`config.mk`:
```
export PLATFORM = sky130hd
export DESIGN_NAME = rv32im_instruction_decoder_top
export DESIGN_NICKNAME = d
export VERILOG_FILES = /design/src/rtl/rvd_pkg.sv /design/src/rtl/rv32im_instruction_decoder_top.sv /design/src/rtl/rvd_decode.sv
export VERILOG_INCLUDE_DIRS = /design/src /design/src/rtl
export SDC_FILE = /design/constraint.sdc
export NUM_CORES = 1
export LEC_CHECK = 0
export BUFFER_PORTS_ARGS = -buffer_cell sky130_fd_sc_hd__buf_2
export CAP_MARGIN = 10
export CELL_PAD_IN_SITES_DETAIL_PLACEMENT = 0
export CELL_PAD_IN_SITES_GLOBAL_PLACEMENT = 1
export CORE_ASPECT_RATIO = 0.7
export CORE_MARGIN = 4
export CORE_UTILIZATION = 40
export CTS_CLUSTER_DIAMETER = 100
export CTS_CLUSTER_SIZE = 24
export DETAILED_ROUTE_END_ITERATION = 6
export GPL_TIMING_DRIVEN = 0
export PLACE_DENSITY = 0.81
export SLEW_MARGIN = 10
export SYNTH_ARGS = -nofsm -noshare
export SYNTH_HDL_FRONTEND = slang
export SYNTH_SLANG_ARGS = --single-unit
```
`constraint.sdc`:
```
create_clock -name i_clk -period 6.2 [get_ports i_clk]
set_clock_uncertainty 0.2 [all_clocks]
set_input_delay 0.62 -clock i_clk [delete_from_list [all_inputs] [get_ports i_clk]]
set_output_delay 0.62 -clock i_clk [all_outputs]
set_load 0.02 [all_outputs]
```
`src/rtl/assert_macros.svh`:
```
// Assertion macros for the RTL files that check themselves.
// No dependencies; clock and reset names follow the house convention.
`ifndef ASSERT_MACROS_SVH
`define ASSERT_MACROS_SVH

// Implication checked at every rising edge, ignored while reset is low.
`define ASSERT_CLK(label, prop, msg) \
    label: assert property (@(posedge i_clk) disable iff (!i_rst_n) (prop)) \
        else $error(msg);

// Same check, also evaluated while reset is asserted.
`define ASSERT_ALWAYS(label, prop, msg) \
    label: assert property (@(posedge i_clk) (prop)) else $error(msg);

`endif

```
`src/rtl/rvd_pkg.sv`:
```
// Shared types and constants for the RV32IM decoder.
// No dependencies; used by rvd_decode and the top level.
package rvd_pkg;

    localparam int XLEN = 32;

    localparam logic [6:0] OPC_LUI    = 7'h37;
    localparam logic [6:0] OPC_AUIPC  = 7'h17;
    localparam logic [6:0] OPC_JAL    = 7'h6f;
    localparam logic [6:0] OPC_JALR   = 7'h67;
    localparam logic [6:0] OPC_BRANCH = 7'h63;
    localparam logic [6:0] OPC_LOAD   = 7'h03;
    localparam logic [6:0] OPC_STORE  = 7'h23;
    localparam logic [6:0] OPC_OPIMM  = 7'h13;
    localparam logic [6:0] OPC_OP     = 7'h33;
    localparam logic [6:0] OPC_SYSTEM = 7'h73;

    localparam logic [6:0] F7_BASE   = 7'h00;
    localparam logic [6:0] F7_ALT    = 7'h20;
    localparam logic [6:0] F7_MULDIV = 7'h01;

    localparam logic [XLEN-1:0] WORD_ECALL = 32'h0000_0073;

    typedef enum logic [5:0] {
        MN_UNKNOWN, MN_SYSTEM_OTHER, MN_LUI, MN_AUIPC, MN_JAL, MN_JALR,
        MN_BEQ, MN_BNE, MN_BLT, MN_BGE, MN_BLTU, MN_BGEU,
        MN_LB, MN_LH, MN_LW, MN_LBU, MN_LHU,
        MN_SB, MN_SH, MN_SW,
        MN_ADDI, MN_SLTI, MN_SLTIU, MN_XORI, MN_ORI, MN_ANDI,
        MN_SLLI, MN_SRLI, MN_SRAI,
        MN_ADD, MN_SUB, MN_SLL, MN_SLT, MN_SLTU, MN_XOR, MN_SRL, MN_SRA,
        MN_OR, MN_AND,
        MN_MUL, MN_DIV, MN_DIVU, MN_REM, MN_REMU,
        MN_ECALL
    } t_mnem;

    typedef struct packed {
        logic [XLEN-1:0]   target;
        logic signed [XLEN-1:0] immediate;
        logic [4:0]        shift_amount;
        logic [4:0]        src2_reg;
        logic [4:0]        src1_reg;
        logic [4:0]        dest_reg;
        t_mnem             mnemonic;
    } t_result;

    localparam int RESULT_BITS = $bits(t_result);
    localparam int OUT_BYTES   = (RESULT_BITS + 7) / 8;

endpackage

```
`src/rtl/rv32im_instruction_decoder_top.sv`:
```
// Top level of the RV32IM decoder: input register, decode, result register.
// Depends on rvd_pkg, rvd_decode and assert_macros.svh.
//
// Decodes one RV32IM instruction word per clock, sustained, unless the master
// port stalls. A word taken at the slave port lands in the input register, is
// decoded in the following cycle and moves on to the result register, which
// drives the master port. Each stage advances when the stage after it is empty
// or is being drained, so s_axis_tready follows m_axis_tready combinationally.
// Decoding has no state: every word stands on its own.
`include "assert_macros.svh"

module rv32im_instruction_decoder_top (
    input  logic        i_clk,
    input  logic        i_rst_n,
    input  logic        s_axis_tvalid,
    output logic        s_axis_tready,
    // [31:0] pc, [63:32] word
    input  logic [63:0] s_axis_tdata,
    output logic        m_axis_tvalid,
    input  logic        m_axis_tready,
    // [5:0] mnemonic, [10:6] dest_reg, [15:11] src1_reg, [20:16] src2_reg,
    // [25:21] shift_amount, [57:26] immediate, [89:58] target, [95:90] zero
    output logic [rvd_pkg::OUT_BYTES*8-1:0] m_axis_tdata
);

    logic                      r_in_vld, n_in_vld;
    logic [rvd_pkg::XLEN-1:0]  r_pc, r_word;
    logic                      r_out_vld, n_out_vld;
    rvd_pkg::t_result          r_res;
    rvd_pkg::t_result          dec_res;
    logic                      out_adv;
    logic                      in_take;

    assign out_adv       = !r_out_vld || m_axis_tready;
    assign s_axis_tready = !r_in_vld || out_adv;
    assign in_take       = s_axis_tvalid && s_axis_tready;

    rvd_decode u_decode (
        .i_pc     (r_pc),
        .i_word   (r_word),
        .o_result (dec_res)
    );

    always_comb begin
        n_in_vld  = r_in_vld;
        n_out_vld = r_out_vld;
        if (out_adv) n_out_vld = r_in_vld;
        if (s_axis_tready) n_in_vld = s_axis_tvalid;
    end

    always_ff @(posedge i_clk) begin
        if (!i_rst_n) begin
            r_in_vld  <= 1'b0;
            r_out_vld <= 1'b0;
        end else begin
            r_in_vld  <= n_in_vld;
            r_out_vld <= n_out_vld;
        end
    end

    always_ff @(posedge i_clk) begin
        if (in_take) begin
            r_pc   <= s_axis_tdata[31:0];
            r_word <= s_axis_tdata[63:32];
        end
        if (out_adv && r_in_vld) r_res <= dec_res;
    end

    assign m_axis_tvalid = r_out_vld;
    assign m_axis_tdata  = {{(rvd_pkg::OUT_BYTES*8 - rvd_pkg::RESULT_BITS){1'b0}}, r_res};

    `ASSERT_CLK(a_take_fills_in, in_take |=> r_in_vld, "accepted word not held in input register")
    `ASSERT_CLK(a_drain_empties, (r_out_vld && m_axis_tready && !r_in_vld) |=> !r_out_vld, "result repeated after drain")
    `ASSERT_CLK(a_unknown_zero, (m_axis_tvalid && (r_res.mnemonic == rvd_pkg::MN_UNKNOWN)) |-> ((r_res.immediate == '0) && (r_res.target == '0) && (r_res.shift_amount == '0)), "unknown word with nonzero fields")
    `ASSERT_CLK(a_shamt_shift, (m_axis_tvalid && (r_res.shift_amount != '0)) |-> ((r_res.mnemonic == rvd_pkg::MN_SLLI) || (r_res.mnemonic == rvd_pkg::MN_SRLI) || (r_res.mnemonic == rvd_pkg::MN_SRAI)), "shift amount on non-shift")
    `ASSERT_ALWAYS(a_reset_idle, (!$past(i_rst_n)) |-> (!r_in_vld && !r_out_vld), "pipeline not empty after reset")

endmodule

```
`src/rtl/rvd_decode.sv`:
```
// Combinational RV32IM decode: mnemonic, register fields, immediate, target.
// Depends on rvd_pkg.
module rvd_decode (
    input  logic [rvd_pkg::XLEN-1:0] i_pc,
    input  logic [rvd_pkg::XLEN-1:0] i_word,
    output rvd_pkg::t_result         o_result
);

    logic [6:0]  opc;
    logic [2:0]  f3;
    logic [6:0]  f7;
    logic [31:0] imm_i, imm_s, imm_b, imm_j, imm_u;
    rvd_pkg::t_mnem mn;
    logic [31:0] imm;
    logic        has_tgt;
    logic        is_shift;

    assign opc = i_word[6:0];
    assign f3  = i_word[14:12];
    assign f7  = i_word[31:25];

    assign imm_i = {{20{i_word[31]}}, i_word[31:20]};
    assign imm_s = {{20{i_word[31]}}, i_word[31:25], i_word[11:7]};
    assign imm_b = {{19{i_word[31]}}, i_word[31], i_word[7], i_word[30:25],
                    i_word[11:8], 1'b0};
    assign imm_j = {{11{i_word[31]}}, i_word[31], i_word[19:12], i_word[20],
                    i_word[30:21], 1'b0};
    assign imm_u = {i_word[31:12], 12'h000};

    always_comb begin
        mn = rvd_pkg::MN_UNKNOWN;
        unique case (opc)
            rvd_pkg::OPC_LUI:   mn = rvd_pkg::MN_LUI;
            rvd_pkg::OPC_AUIPC: mn = rvd_pkg::MN_AUIPC;
            rvd_pkg::OPC_JAL:   mn = rvd_pkg::MN_JAL;
            rvd_pkg::OPC_JALR: begin
                if (f3 == 3'd0) mn = rvd_pkg::MN_JALR;
            end
            rvd_pkg::OPC_BRANCH: begin
                unique case (f3)
                    3'd0:    mn = rvd_pkg::MN_BEQ;
                    3'd1:    mn = rvd_pkg::MN_BNE;
                    3'd4:    mn = rvd_pkg::MN_BLT;
                    3'd5:    mn = rvd_pkg::MN_BGE;
                    3'd6:    mn = rvd_pkg::MN_BLTU;
                    3'd7:    mn = rvd_pkg::MN_BGEU;
                    default: mn = rvd_pkg::MN_UNKNOWN;
                endcase
            end
            rvd_pkg::OPC_LOAD: begin
                unique case (f3)
                    3'd0:    mn = rvd_pkg::MN_LB;
                    3'd1:    mn = rvd_pkg::MN_LH;
                    3'd2:    mn = rvd_pkg::MN_LW;
                    3'd4:    mn = rvd_pkg::MN_LBU;
                    3'd5:    mn = rvd_pkg::MN_LHU;
                    default: mn = rvd_pkg::MN_UNKNOWN;
                endcase
            end
            rvd_pkg::OPC_STORE: begin
                unique case (f3)
                    3'd0:    mn = rvd_pkg::MN_SB;
                    3'd1:    mn = rvd_pkg::MN_SH;
                    3'd2:    mn = rvd_pkg::MN_SW;
                    default: mn = rvd_pkg::MN_UNKNOWN;
                endcase
            end
            rvd_pkg::OPC_OPIMM: begin
                unique case (f3)
                    3'd0: mn = rvd_pkg::MN_ADDI;
                    3'd1: mn = (f7 == rvd_pkg::F7_BASE) ? rvd_pkg::MN_SLLI
                                                        : rvd_pkg::MN_UNKNOWN;
                    3'd2: mn = rvd_pkg::MN_SLTI;
                    3'd3: mn = rvd_pkg::MN_SLTIU;
                    3'd4: mn = rvd_pkg::MN_XORI;
                    3'd5: begin
                        if (f7 == rvd_pkg::F7_BASE)     mn = rvd_pkg::MN_SRLI;
                        else if (f7 == rvd_pkg::F7_ALT) mn = rvd_pkg::MN_SRAI;
                    end
                    3'd6: mn = rvd_pkg::MN_ORI;
                    3'd7: mn = rvd_pkg::MN_ANDI;
                    default: mn = rvd_pkg::MN_UNKNOWN;
                endcase
            end
            rvd_pkg::OPC_OP: begin
                if (f7 == rvd_pkg::F7_BASE) begin
                    unique case (f3)
                        3'd0: mn = rvd_pkg::MN_ADD;
                        3'd1: mn = rvd_pkg::MN_SLL;
                        3'd2: mn = rvd_pkg::MN_SLT;
                        3'd3: mn = rvd_pkg::MN_SLTU;
                        3'd4: mn = rvd_pkg::MN_XOR;
                        3'd5: mn = rvd_pkg::MN_SRL;
                        3'd6: mn = rvd_pkg::MN_OR;
                        3'd7: mn = rvd_pkg::MN_AND;
                        default: mn = rvd_pkg::MN_UNKNOWN;
                    endcase
                end else if (f7 == rvd_pkg::F7_ALT) begin
                    if (f3 == 3'd0)      mn = rvd_pkg::MN_SUB;
                    else if (f3 == 3'd5) mn = rvd_pkg::MN_SRA;
                end else if (f7 == rvd_pkg::F7_MULDIV) begin
                    // mulh, mulhsu and mulhu are left undecoded
                    unique case (f3)
                        3'd0:    mn = rvd_pkg::MN_MUL;
                        3'd4:    mn = rvd_pkg::MN_DIV;
                        3'd5:    mn = rvd_pkg::MN_DIVU;
                        3'd6:    mn = rvd_pkg::MN_REM;
                        3'd7:    mn = rvd_pkg::MN_REMU;
                        default: mn = rvd_pkg::MN_UNKNOWN;
                    endcase
                end
            end
            rvd_pkg::OPC_SYSTEM: begin
                mn = (i_word == rvd_pkg::WORD_ECALL) ? rvd_pkg::MN_ECALL
                                                     : rvd_pkg::MN_SYSTEM_OTHER;
            end
            default: mn = rvd_pkg::MN_UNKNOWN;
        endcase
    end

    // immediate follows the format of the decoded mnemonic, zero if none
    always_comb begin
        imm     = '0;
        has_tgt = 1'b0;
        if (mn != rvd_pkg::MN_UNKNOWN) begin
            unique case (opc)
                rvd_pkg::OPC_LUI, rvd_pkg::OPC_AUIPC: imm = imm_u;
                rvd_pkg::OPC_JAL: begin
                    imm     = imm_j;
                    has_tgt = 1'b1;
                end
                rvd_pkg::OPC_BRANCH: begin
                    imm     = imm_b;
                    has_tgt = 1'b1;
                end
                rvd_pkg::OPC_JALR, rvd_pkg::OPC_LOAD, rvd_pkg::OPC_OPIMM: imm = imm_i;
                rvd_pkg::OPC_STORE: imm = imm_s;
                default: imm = '0;
            endcase
        end
    end

    assign is_shift = (mn == rvd_pkg::MN_SLLI) || (mn == rvd_pkg::MN_SRLI) ||
                      (mn == rvd_pkg::MN_SRAI);

    always_comb begin
        o_result.mnemonic     = mn;
        o_result.dest_reg     = i_word[11:7];
        o_result.src1_reg     = i_word[19:15];
        o_result.src2_reg     = i_word[24:20];
        o_result.shift_amount = is_shift ? i_word[24:20] : 5'd0;
        o_result.immediate    = imm;
        o_result.target       = has_tgt ? (i_pc + imm) : '0;
    end

endmodule
```
# Yosys cells after proc, flatten, opt, wreduce, memory -nomap -nowiden
# Memories as Yosys holds them, arrays and structs flattened. A register that Yosys moved wholly into a read port is not among the register bits.
# Cells that the tools add are included.
dict set report word_totals {
  output_inout_bits 98
  memories 1
  regBits 156
  romBits 48
  word_cells 71
  input_bits 68
}
# name words word_bits read_ports rd_clocked_by_memory_dff wr line_no
set mem_list {}
lappend mem_list {{(no name shown)} 8 6 1 1 0 rvd_decode.sv:87} ;# unique case (f3)
dict set report classes {
  muxes 21
  reduce_logical 14
  n_addsub 1
  n_eq_ne 23
}
# operator count
set ops {}
lappend ops {{32-bit case mux with 5 select lines} 1}
lappend ops {{6-bit case mux with 10 select lines} 1}
lappend ops {{6-bit case mux with 8 select lines} 1}
lappend ops {{6-bit 2-to-1 mux} 7}
lappend ops {{32-bit adder} 1}
lappend ops {{32-bit by 7-bit == test with 1-bit output (second input constant)} 1}
lappend ops {{32-bit 2-to-1 mux} 1}
lappend ops {{6-bit case mux with 5 select lines} 1}
lappend ops {{7-bit by 6-bit == test with 1-bit output (second input constant)} 4}
lappend ops {{7-bit == test (second input constant)} 4}
lappend ops {{5-bit case mux with 5 select lines} 1}
lappend ops {{4-bit case mux with 6 select lines} 1}
lappend ops {{6-bit by 5-bit == test with 1-bit output (second input constant)} 3}
lappend ops {{5-bit case mux with 3 select lines} 1}
lappend ops {{7-bit by 5-bit == test with 1-bit output (second input constant)} 2}
lappend ops {{3-bit == test (second input constant)} 4}
lappend ops {{5-bit 2-to-1 mux} 2}
lappend ops {{7-bit by 1-bit == test with 1-bit output (second input constant)} 1}
lappend ops {{7-bit by 2-bit == test with 1-bit output (second input constant)} 1}
lappend ops {{7-bit logical NOT} 1}
lappend ops {{3-bit by 2-bit == test with 1-bit output (second input constant)} 2}
lappend ops {{3-bit 2-to-1 mux} 2}
lappend ops {{6-bit nonzero test} 1}
lappend ops {{1-bit logical OR} 4}
lappend ops {{7 further kinds} 11}

# Depth between registers and ports, before layout
# Gate-level depths: netlist of the first run.
dict set report depth {
  ltp_word 9
  mapped_depth 23
  ltp_nobuf 22
}

# Hierarchy
# Synthesis of the first run repeated with hierarchy kept, for this count alone.
dict set report hier_totals {
  cells_unflattened 659
  area_unflattened_um2 7953.9
}
# mod area_per_inst_um2 cells_each seq_area_each_um2 n_inst
set by_module_without_submodules {}
lappend by_module_without_submodules {rv32im_instruction_decoder_top 4777.1 170 4664.5 1}
lappend by_module_without_submodules {rvd_decode 3176.8 489 0.0 1}

# Least setup slack after synthesis of the first run
# No wires, ideal clock.
dict set report synth_path {
  path_kind {input-to-reg}
  startpoint {input port m_axis_tready}
  endpoint {register r_res, in the netlist m_axis_tdata[0], enable pin}
  n_path_buf 0
  t_arrival_ps 4689
  cell_stages 2
  slack_ps 761
  setup_ps 550
  required_time_ps 5450
  cell_sequence {nor2b_1 nor2b_1}
}
dict set report synth_between {
  elab_chain_len 2
}
# element line_no
set synth_rtl {}
lappend synth_rtl {{start: declaration} rv32im_instruction_decoder_top.sv:20} ;# input logic m_axis_tready,
lappend synth_rtl {{1-bit logical OR} rv32im_instruction_decoder_top.sv:34} ;# assign out_adv = !r_out_vld || m_axis_tready;
lappend synth_rtl {{1-bit logical AND} rv32im_instruction_decoder_top.sv:66} ;# if (out_adv && r_in_vld) r_res <= dec_res;
lappend synth_rtl {{end signal: assignment} rv32im_instruction_decoder_top.sv:66}
lappend synth_rtl {{end: declaration} rv32im_instruction_decoder_top.sv:29} ;# rvd_pkg::t_result r_res;
# No other way between the ends.
# A chain may end at the register's enable or synchronous reset.

==> results of run 1 <==
[Yosys cell counts, types with 3 or more instances]
library cell | count | share of area (%)
edfxtp_1 | 154 | 57
nor2_1 | 59 | 2.7
a21oi_1 | 50 | 3.1
nand2_1 | 39 | 1.8
ha_1 | 37 | 5.7
a21o_1 | 24 | 2.2
inv_1 | 21 | 0.97
o21ai_0 | 20 | 1.2
xnor2_1 | 19 | 2.1
buf_4 | 13 | 1.2
nor3_1 | 13 | 0.80
nand2b_1 | 11 | 0.85
xor2_1 | 10 | 1.1
and3_1 | 9 | 0.70
nor2b_1 | 9 | 0.70
and2_1 | 8 | 0.62
nand3_1 | 8 | 0.49
nor4_1 | 8 | 0.62
o21bai_1 | 8 | 0.74
dfxtp_1 | 7 | 1.7
nand4_1 | 7 | 0.54
a31oi_1 | 5 | 0.39
buf_2 | 5 | 0.31
mux2i_1 | 5 | 0.62
o21a_1 | 5 | 0.46
a211oi_1 | 4 | 0.37
and3b_1 | 4 | 0.43
nand3b_1 | 4 | 0.37
nor4b_1 | 4 | 0.43
o211ai_1 | 4 | 0.37
or4_1 | 4 | 0.37
a21boi_0 | 3 | 0.28
a22oi_1 | 3 | 0.28
a31o_2 | 3 | 0.32
nor3b_1 | 3 | 0.28
[cells by family after synthesis]
| logic type | Yosys count | synth area share [%] |
|---|---|---|
| flip-flops | 161 | 58.9 |
| AO/OA/AOI/OAI | 156 | 13.2 |
| adder cells (fa/ha/maj) | 38 | 5.97 |
| buffers and inverters | 44 | 2.91 |
| AND/OR/NAND/NOR | 215 | 15.2 |
| XOR/XNOR | 29 | 3.14 |
| multiplexers | 5 | 0.619 |
| other | 1 | 0.0464 |
[per-layer routing]
metal,wire length (um),track usage [%],up-vias,share of wire (%)
met2,8850,26.4,279,41
met4,161,4.27,6,0.74
met1,10200,29.0,2826,47
li1,-,-,2856,-
met3,2410,7.34,22,11
met5,34,0,-,0.16
[cell type report]
cell class | count | area [um2]
fill | 1782 | 9810
sequential | 161 | 4760
multi-input combinational | 449 | 3170
timing repair buffer | 170 | 928
clock buffer | 17 | 425
tap | 270 | 338
clock inverter | 15 | 174
buffer | 22 | 153
inverter | 22 | 85.1
antenna | 1 | 2.50
[registers in the layout (all words and copies together), names as in the netlist, named ones only]
name / count
m_axis_tdata: 90
r_pc: 32
m_axis_tvalid: 1
r_in_vld: 1
r_word: 32
[how the worst min path moves through the flow]
stage                             to  slack, ns  cells after the start
global placement       m_axis_tvalid       0.30                      1
detailed placement  m_axis_tdata[13]       0.30                      0
CTS                       r_word[15]       0.14                      1
finish                    r_word[30]       0.16                      1
global route              r_word[15]       0.13                      1
floorplan           m_axis_tdata[12]       0.25                      0
[worst register-to-register path, delay by kind of cell, from the launching register on]
kind | cells | cell delay [ns]
and+or+nand+nor | 8 | 1.73
buffers and inverters | 4 | 0.69
AOI/OAI and AO/OA | 8 | 1.94
DFF | 1 | 0.45
adders and majority gates | 2 | 0.68
[report_power, final]
group	leakage, uW	switching [uW]	total, uW	internal, uW
sequential	0.00148	32.9	1290	1250
combinational	0.00222	156	246	89.6
clock	0.000292	460	1070	606
total	0.00400	649	2600	1950
[stage by stage]
| step | total power (uW) | setup slack [ns] |
|---|---|---|
| after detailed placement | 1550 | -0.0674 |
| final | 2600 | 0.252 |
| after floorplan | 1450 | 0.761 |
| after CTS | 2620 | 0.0893 |
| after global routing | 2700 | 0.0153 |
| after global placement | 1550 | -1.23 |
[repair_timing]
action,in CTS,in global routing
hold buffers,0,0
resized for setup,4,5
hold endpoints to repair,0,0
pin swaps,1,0
setup endpoints to repair,3,9
buffers inserted,2,5
==> results_dict.tcl, run 1 <==
set metrics [dict create \
    worstSetupStartpointType "flop" \
    worstHoldStart "s_axis_tdata[62]" \
    portBuffers 159 \
    critPathSlowestCell "edfxtp_1" \
    crit_path_end_kind "flop" \
    cp_data_required_time_ns 6.18 \
    layout_common_cells "164 x buf_2, 154 x edfxtp_1, 59 x nor2_1" \
    layout-drive-gt1-share_pct 29.9 \
    die_x_um 178 \
    whs_ns 0.157 \
    r2r-end "m_axis_tdata[88]" \
    rsz0062_at_grt "no" \
    async_flop_share_pct 0 \
    stdcell_area_um2 10000 \
    dr.pass1.iters 5 \
    via_per_inst 5.31 \
    cts.sinks 161 \
    grt_usage_pct 19.3 \
    instances_no_fill 1127 \
    drt_first_iter_violations 571 \
    final_common_cell "buf_2" \
    route.detailed.drc 0 \
    p_leak_uw 0.00400 \
    cpPeakStageDelay_ns 0.45 \
    min_period_ns 5.95 \
    reg2reg_from "r_word[13]" \
    cp_num_buf_inv 4 \
    clock_latency_ns 0.43 \
    reg2reg_slack_ns 0.25 \
    hold_path.class "in2reg" \
    num_vias 5989 \
    period_share_pct 95.9 \
    syn_inst 649 \
    postRouteAntennaNets 0 \
    ys_ff_latch 161 \
    cp.depth 22 \
    dp_hpwl_um 16300 \
    cp-startpoint "r_word[13]" \
    ir_drop_mv 0.245 \
    tns_ns 0 \
    cts_tree "done" \
    io_pins 166 \
    areaGrowthSynthToFinish_pct 24.2 \
    relSlewSlack_pct 42.5 \
    clockRootBuffer "clkbuf_16" \
    tightest_slew_ns 0.860 \
    detail_route.wl_per_cell_um 19.3 \
    clkSlewWorstSetupHoldPaths_ns 0.07 \
    place_congestion 0.924 \
    fmax_mhz 168 \
    dieArea_um2 22600 \
    hold_viol 0 \
    dp.cells 1087 \
    grt_pass1_wl_um 32700 \
    grt_max_degree 39 \
    htree_num_levels 4 \
    report.final.slew_viol_count 0 \
    antenna_found_initial 3 \
    endpoint "m_axis_tdata[88]" \
    coreArea_um2 19900 \
    start_util_pct 40.8 \
    worstPathMaxFanout 10 \
    power_density_nw_per_um2 259 \
    syn_area_um2 8090 \
    synth-seq-area-share_pct 58.9 \
    yosys_warnings 0 \
    cts_made_buffers 17 \
    place_area_um2 9330 \
    worstSetupPathType "reg2reg" \
    cp_top_family "compound AO/OA/AOI/OAI gates" \
    crit_chain "buf_4 > inv_1 > ha_1 > or2_1 > o311ai_2 > a211oi_1 > a31o_2 > nor4b_4 > nand4_4 > inv_2 > nor2_1 > ha_1 > nand3_1 > and3b_1 > a21o_1 > o2111a_1 > a311oi_4 > o41ai_2 > buf_4 > nor4_1 > o31a_1 > nor3_1" \
    ys.flop_type "edfxtp_1" \
    setup_viol 0 \
    r2r_cells 22 \
    cp_data_arrival_time_ns 5.92 \
    finalNetCount 949 \
    status "finished, final reports clean" \
    cts.path.max_buffers 2 \
    synth_cell_types 81 \
    die_h_um 127 \
    grt_remaining_overflow 0 \
    rows 43 \
    syn-mean-instance-area_um2 12.5 \
    cap_violations 0 \
    grt_pass1_vias 5653 \
    fin_util_pct 50.6 \
    synth-edff-count 154 \
    drt-total-wl_um 21700 \
]
Note: power is estimated with default switching activity, not from simulation.
==> run 2: changes to the inputs <==
Clock period 6.2 ns to 7.3 ns, I/O delays scaled along.
==> results_dict.tcl, run 2 (synthesis results as in run 1) <==
set metrics [dict create \
    report.final.slew_viol_count 0 \
    min_period_ns 6.38 \
    antenna_found_initial 3 \
    drt-total-wl_um 21600 \
    place_congestion 0.924 \
    postRouteAntennaNets 0 \
    p_sw_uw 552 \
    critPathSlowestCell "nor3_2" \
    cap_violations 0 \
    p_seq_share_pct 49.5 \
    rsz0062_at_grt "no" \
    status "finished, final reports clean" \
    via_per_inst 5.26 \
    start_util_pct 40.8 \
    worstHoldStart "s_axis_tdata[62]" \
    portBuffers 159 \
    worstPathMaxFanout 10 \
    finalPower_uw 2210 \
    crit_path_end_kind "flop" \
    clockRootBuffer "clkbuf_16" \
    worstSetupStartpointType "flop" \
    layout_common_cells "164 x buf_2, 154 x edfxtp_1, 59 x nor2_1" \
    cts_tree "done" \
    reg2reg_from "r_word[14]" \
    cts.sinks 161 \
    die_x_um 178 \
    endpoint "m_axis_tdata[88]" \
    ir_drop_mv 0.207 \
    layout-drive-gt1-share_pct 28.7 \
    tightest_slew_ns 0.877 \
    hold_viol 0 \
    setup_viol 0 \
    worstSetupPathType "reg2reg" \
    cts_made_buffers 17 \
    hold_path.class "in2reg" \
    combPwrFrac_pct 9.3 \
    crit_top_cell "nor4_1" \
    num_vias 5887 \
    rows 43 \
    detail_route.wl_per_cell_um 19.3 \
    finalNetCount 942 \
    power_frac_clock_pct 41.2 \
    hold_depth 1 \
    cpPeakStageDelay_ns 0.64 \
    relSlewSlack_pct 41.4 \
    power_density_nw_per_um2 222 \
    io_pins 166 \
    htree_num_levels 4 \
    drt_first_iter_violations 603 \
    swShare_pct 25.0 \
    cp-startpoint "r_word[14]" \
    whs_ns 0.265 \
    cts_resized 0 \
    p_leak_uw 0.00395 \
    period_share_pct 87.4 \
    fmax_mhz 157 \
    largest_reg_flops 90 \
    dr.pass1.iters 5 \
    clkSlewWorstSetupHoldPaths_ns 0.07 \
    areaGrowthSynthToFinish_pct 22.8 \
    clock_latency_ns 0.43 \
    cts.path.max_buffers 2 \
    dieArea_um2 22600 \
    coreArea_um2 19900 \
    die_h_um 127 \
    cp_data_arrival_time_ns 6.36 \
    grt_usage_pct 19.2 \
    nFillCells 1790 \
    crit_chain "nor3_2 > nand3_1 > nor4_1 > o21bai_1 > nor2_2 > nand4_4 > o21ai_2 > a21oi_1 > ha_1 > inv_1 > fa_1 > nor2b_1 > o2111ai_1 > a21o_1 > o2111a_1 > a311oi_1 > o41ai_2 > nor4_1 > o31a_1 > nor3_1" \
    dp_hpwl_um 16300 \
    grt_pass1_wl_um 32700 \
    reg2reg_slack_ns 0.92 \
    grt_max_degree 39 \
    ctsHoldBuffers 0 \
    p_int_uw 1650 \
    grt_pass1_vias 5639 \
    grt_remaining_overflow 0 \
    final_common_cell "buf_2" \
    route.detailed.drc 0 \
    r2r_cells 20 \
    cp_data_required_time_ns 7.28 \
    cts_setup_buffers 0 \
    r2r-end "m_axis_tdata[88]" \
]
## run 2: power groups by stage
stage / sequential (uW) / clock [uW] / combinational [uW]
finish: 1090 / 909 / 205
global placement: 1120 / 0 / 197
CTS: 1090 / 924 / 205
detailed placement: 1110 / 0 / 204
global route: 1100 / 972 / 223
floorplan: 1140 / 0 / 94.4
## run 2: critical path: cells and delay by family (launching register included)
family / cells / cell delay [ns]
flops: 1 / 0.52
buf+inv: 1 / 0.07
compound gates: 9 / 2.36
simple gates: 8 / 2.33
fa+ha+maj: 2 / 0.64
## run 2: layout make-up
cell class	count	area (um2)	area share, %
repair buffers	163	876	8.82
clock buffers	17	425	4.28
diodes	1	2.50	0.0252
well taps	270	338	3.40
multi-input cells	449	3120	31.4
plain buffers	22	153	1.54
clock inverters	15	174	1.75
inverters	22	85.1	0.856
flip-flops and latches	161	4760	48.0
## run 2: metal layers
layer | vias up | track usage (%) | part of all wire (%)
met5 | - | 0 | 0.16
met4 | 6 | 4.27 | 0.84
met3 | 24 | 7.34 | 11
met2 | 237 | 26.3 | 41
met1 | 2782 | 29.0 | 47
li1 | 2838 | - | -
## run 2: worst min path at each step
stage / end / slack, ns
3_5_place_dp: m_axis_tdata[13] / 0.30
2_1_floorplan: m_axis_tdata[12] / 0.25
5_1_grt: r_word[15] / 0.24
6_report: r_word[30] / 0.27
3_3_place_gp: m_axis_tvalid / 0.30
4_1_cts: r_word[15] / 0.25
## run 2: per-stage QoR
step	std cells	area, um2	utilization [%]	setup slack [ns]	setup TNS (ns)
after floorplan	654	8110	-	1.75	0
after global placement	1083	9240	46.6	-0.238	-19.88
after detailed placement	1087	9330	47.0	1.03	0
after CTS	1119	9930	50.0	0.985	0
after global routing	1119	9930	50.0	0.469	0
final	1120	9930	50.0	0.919	0
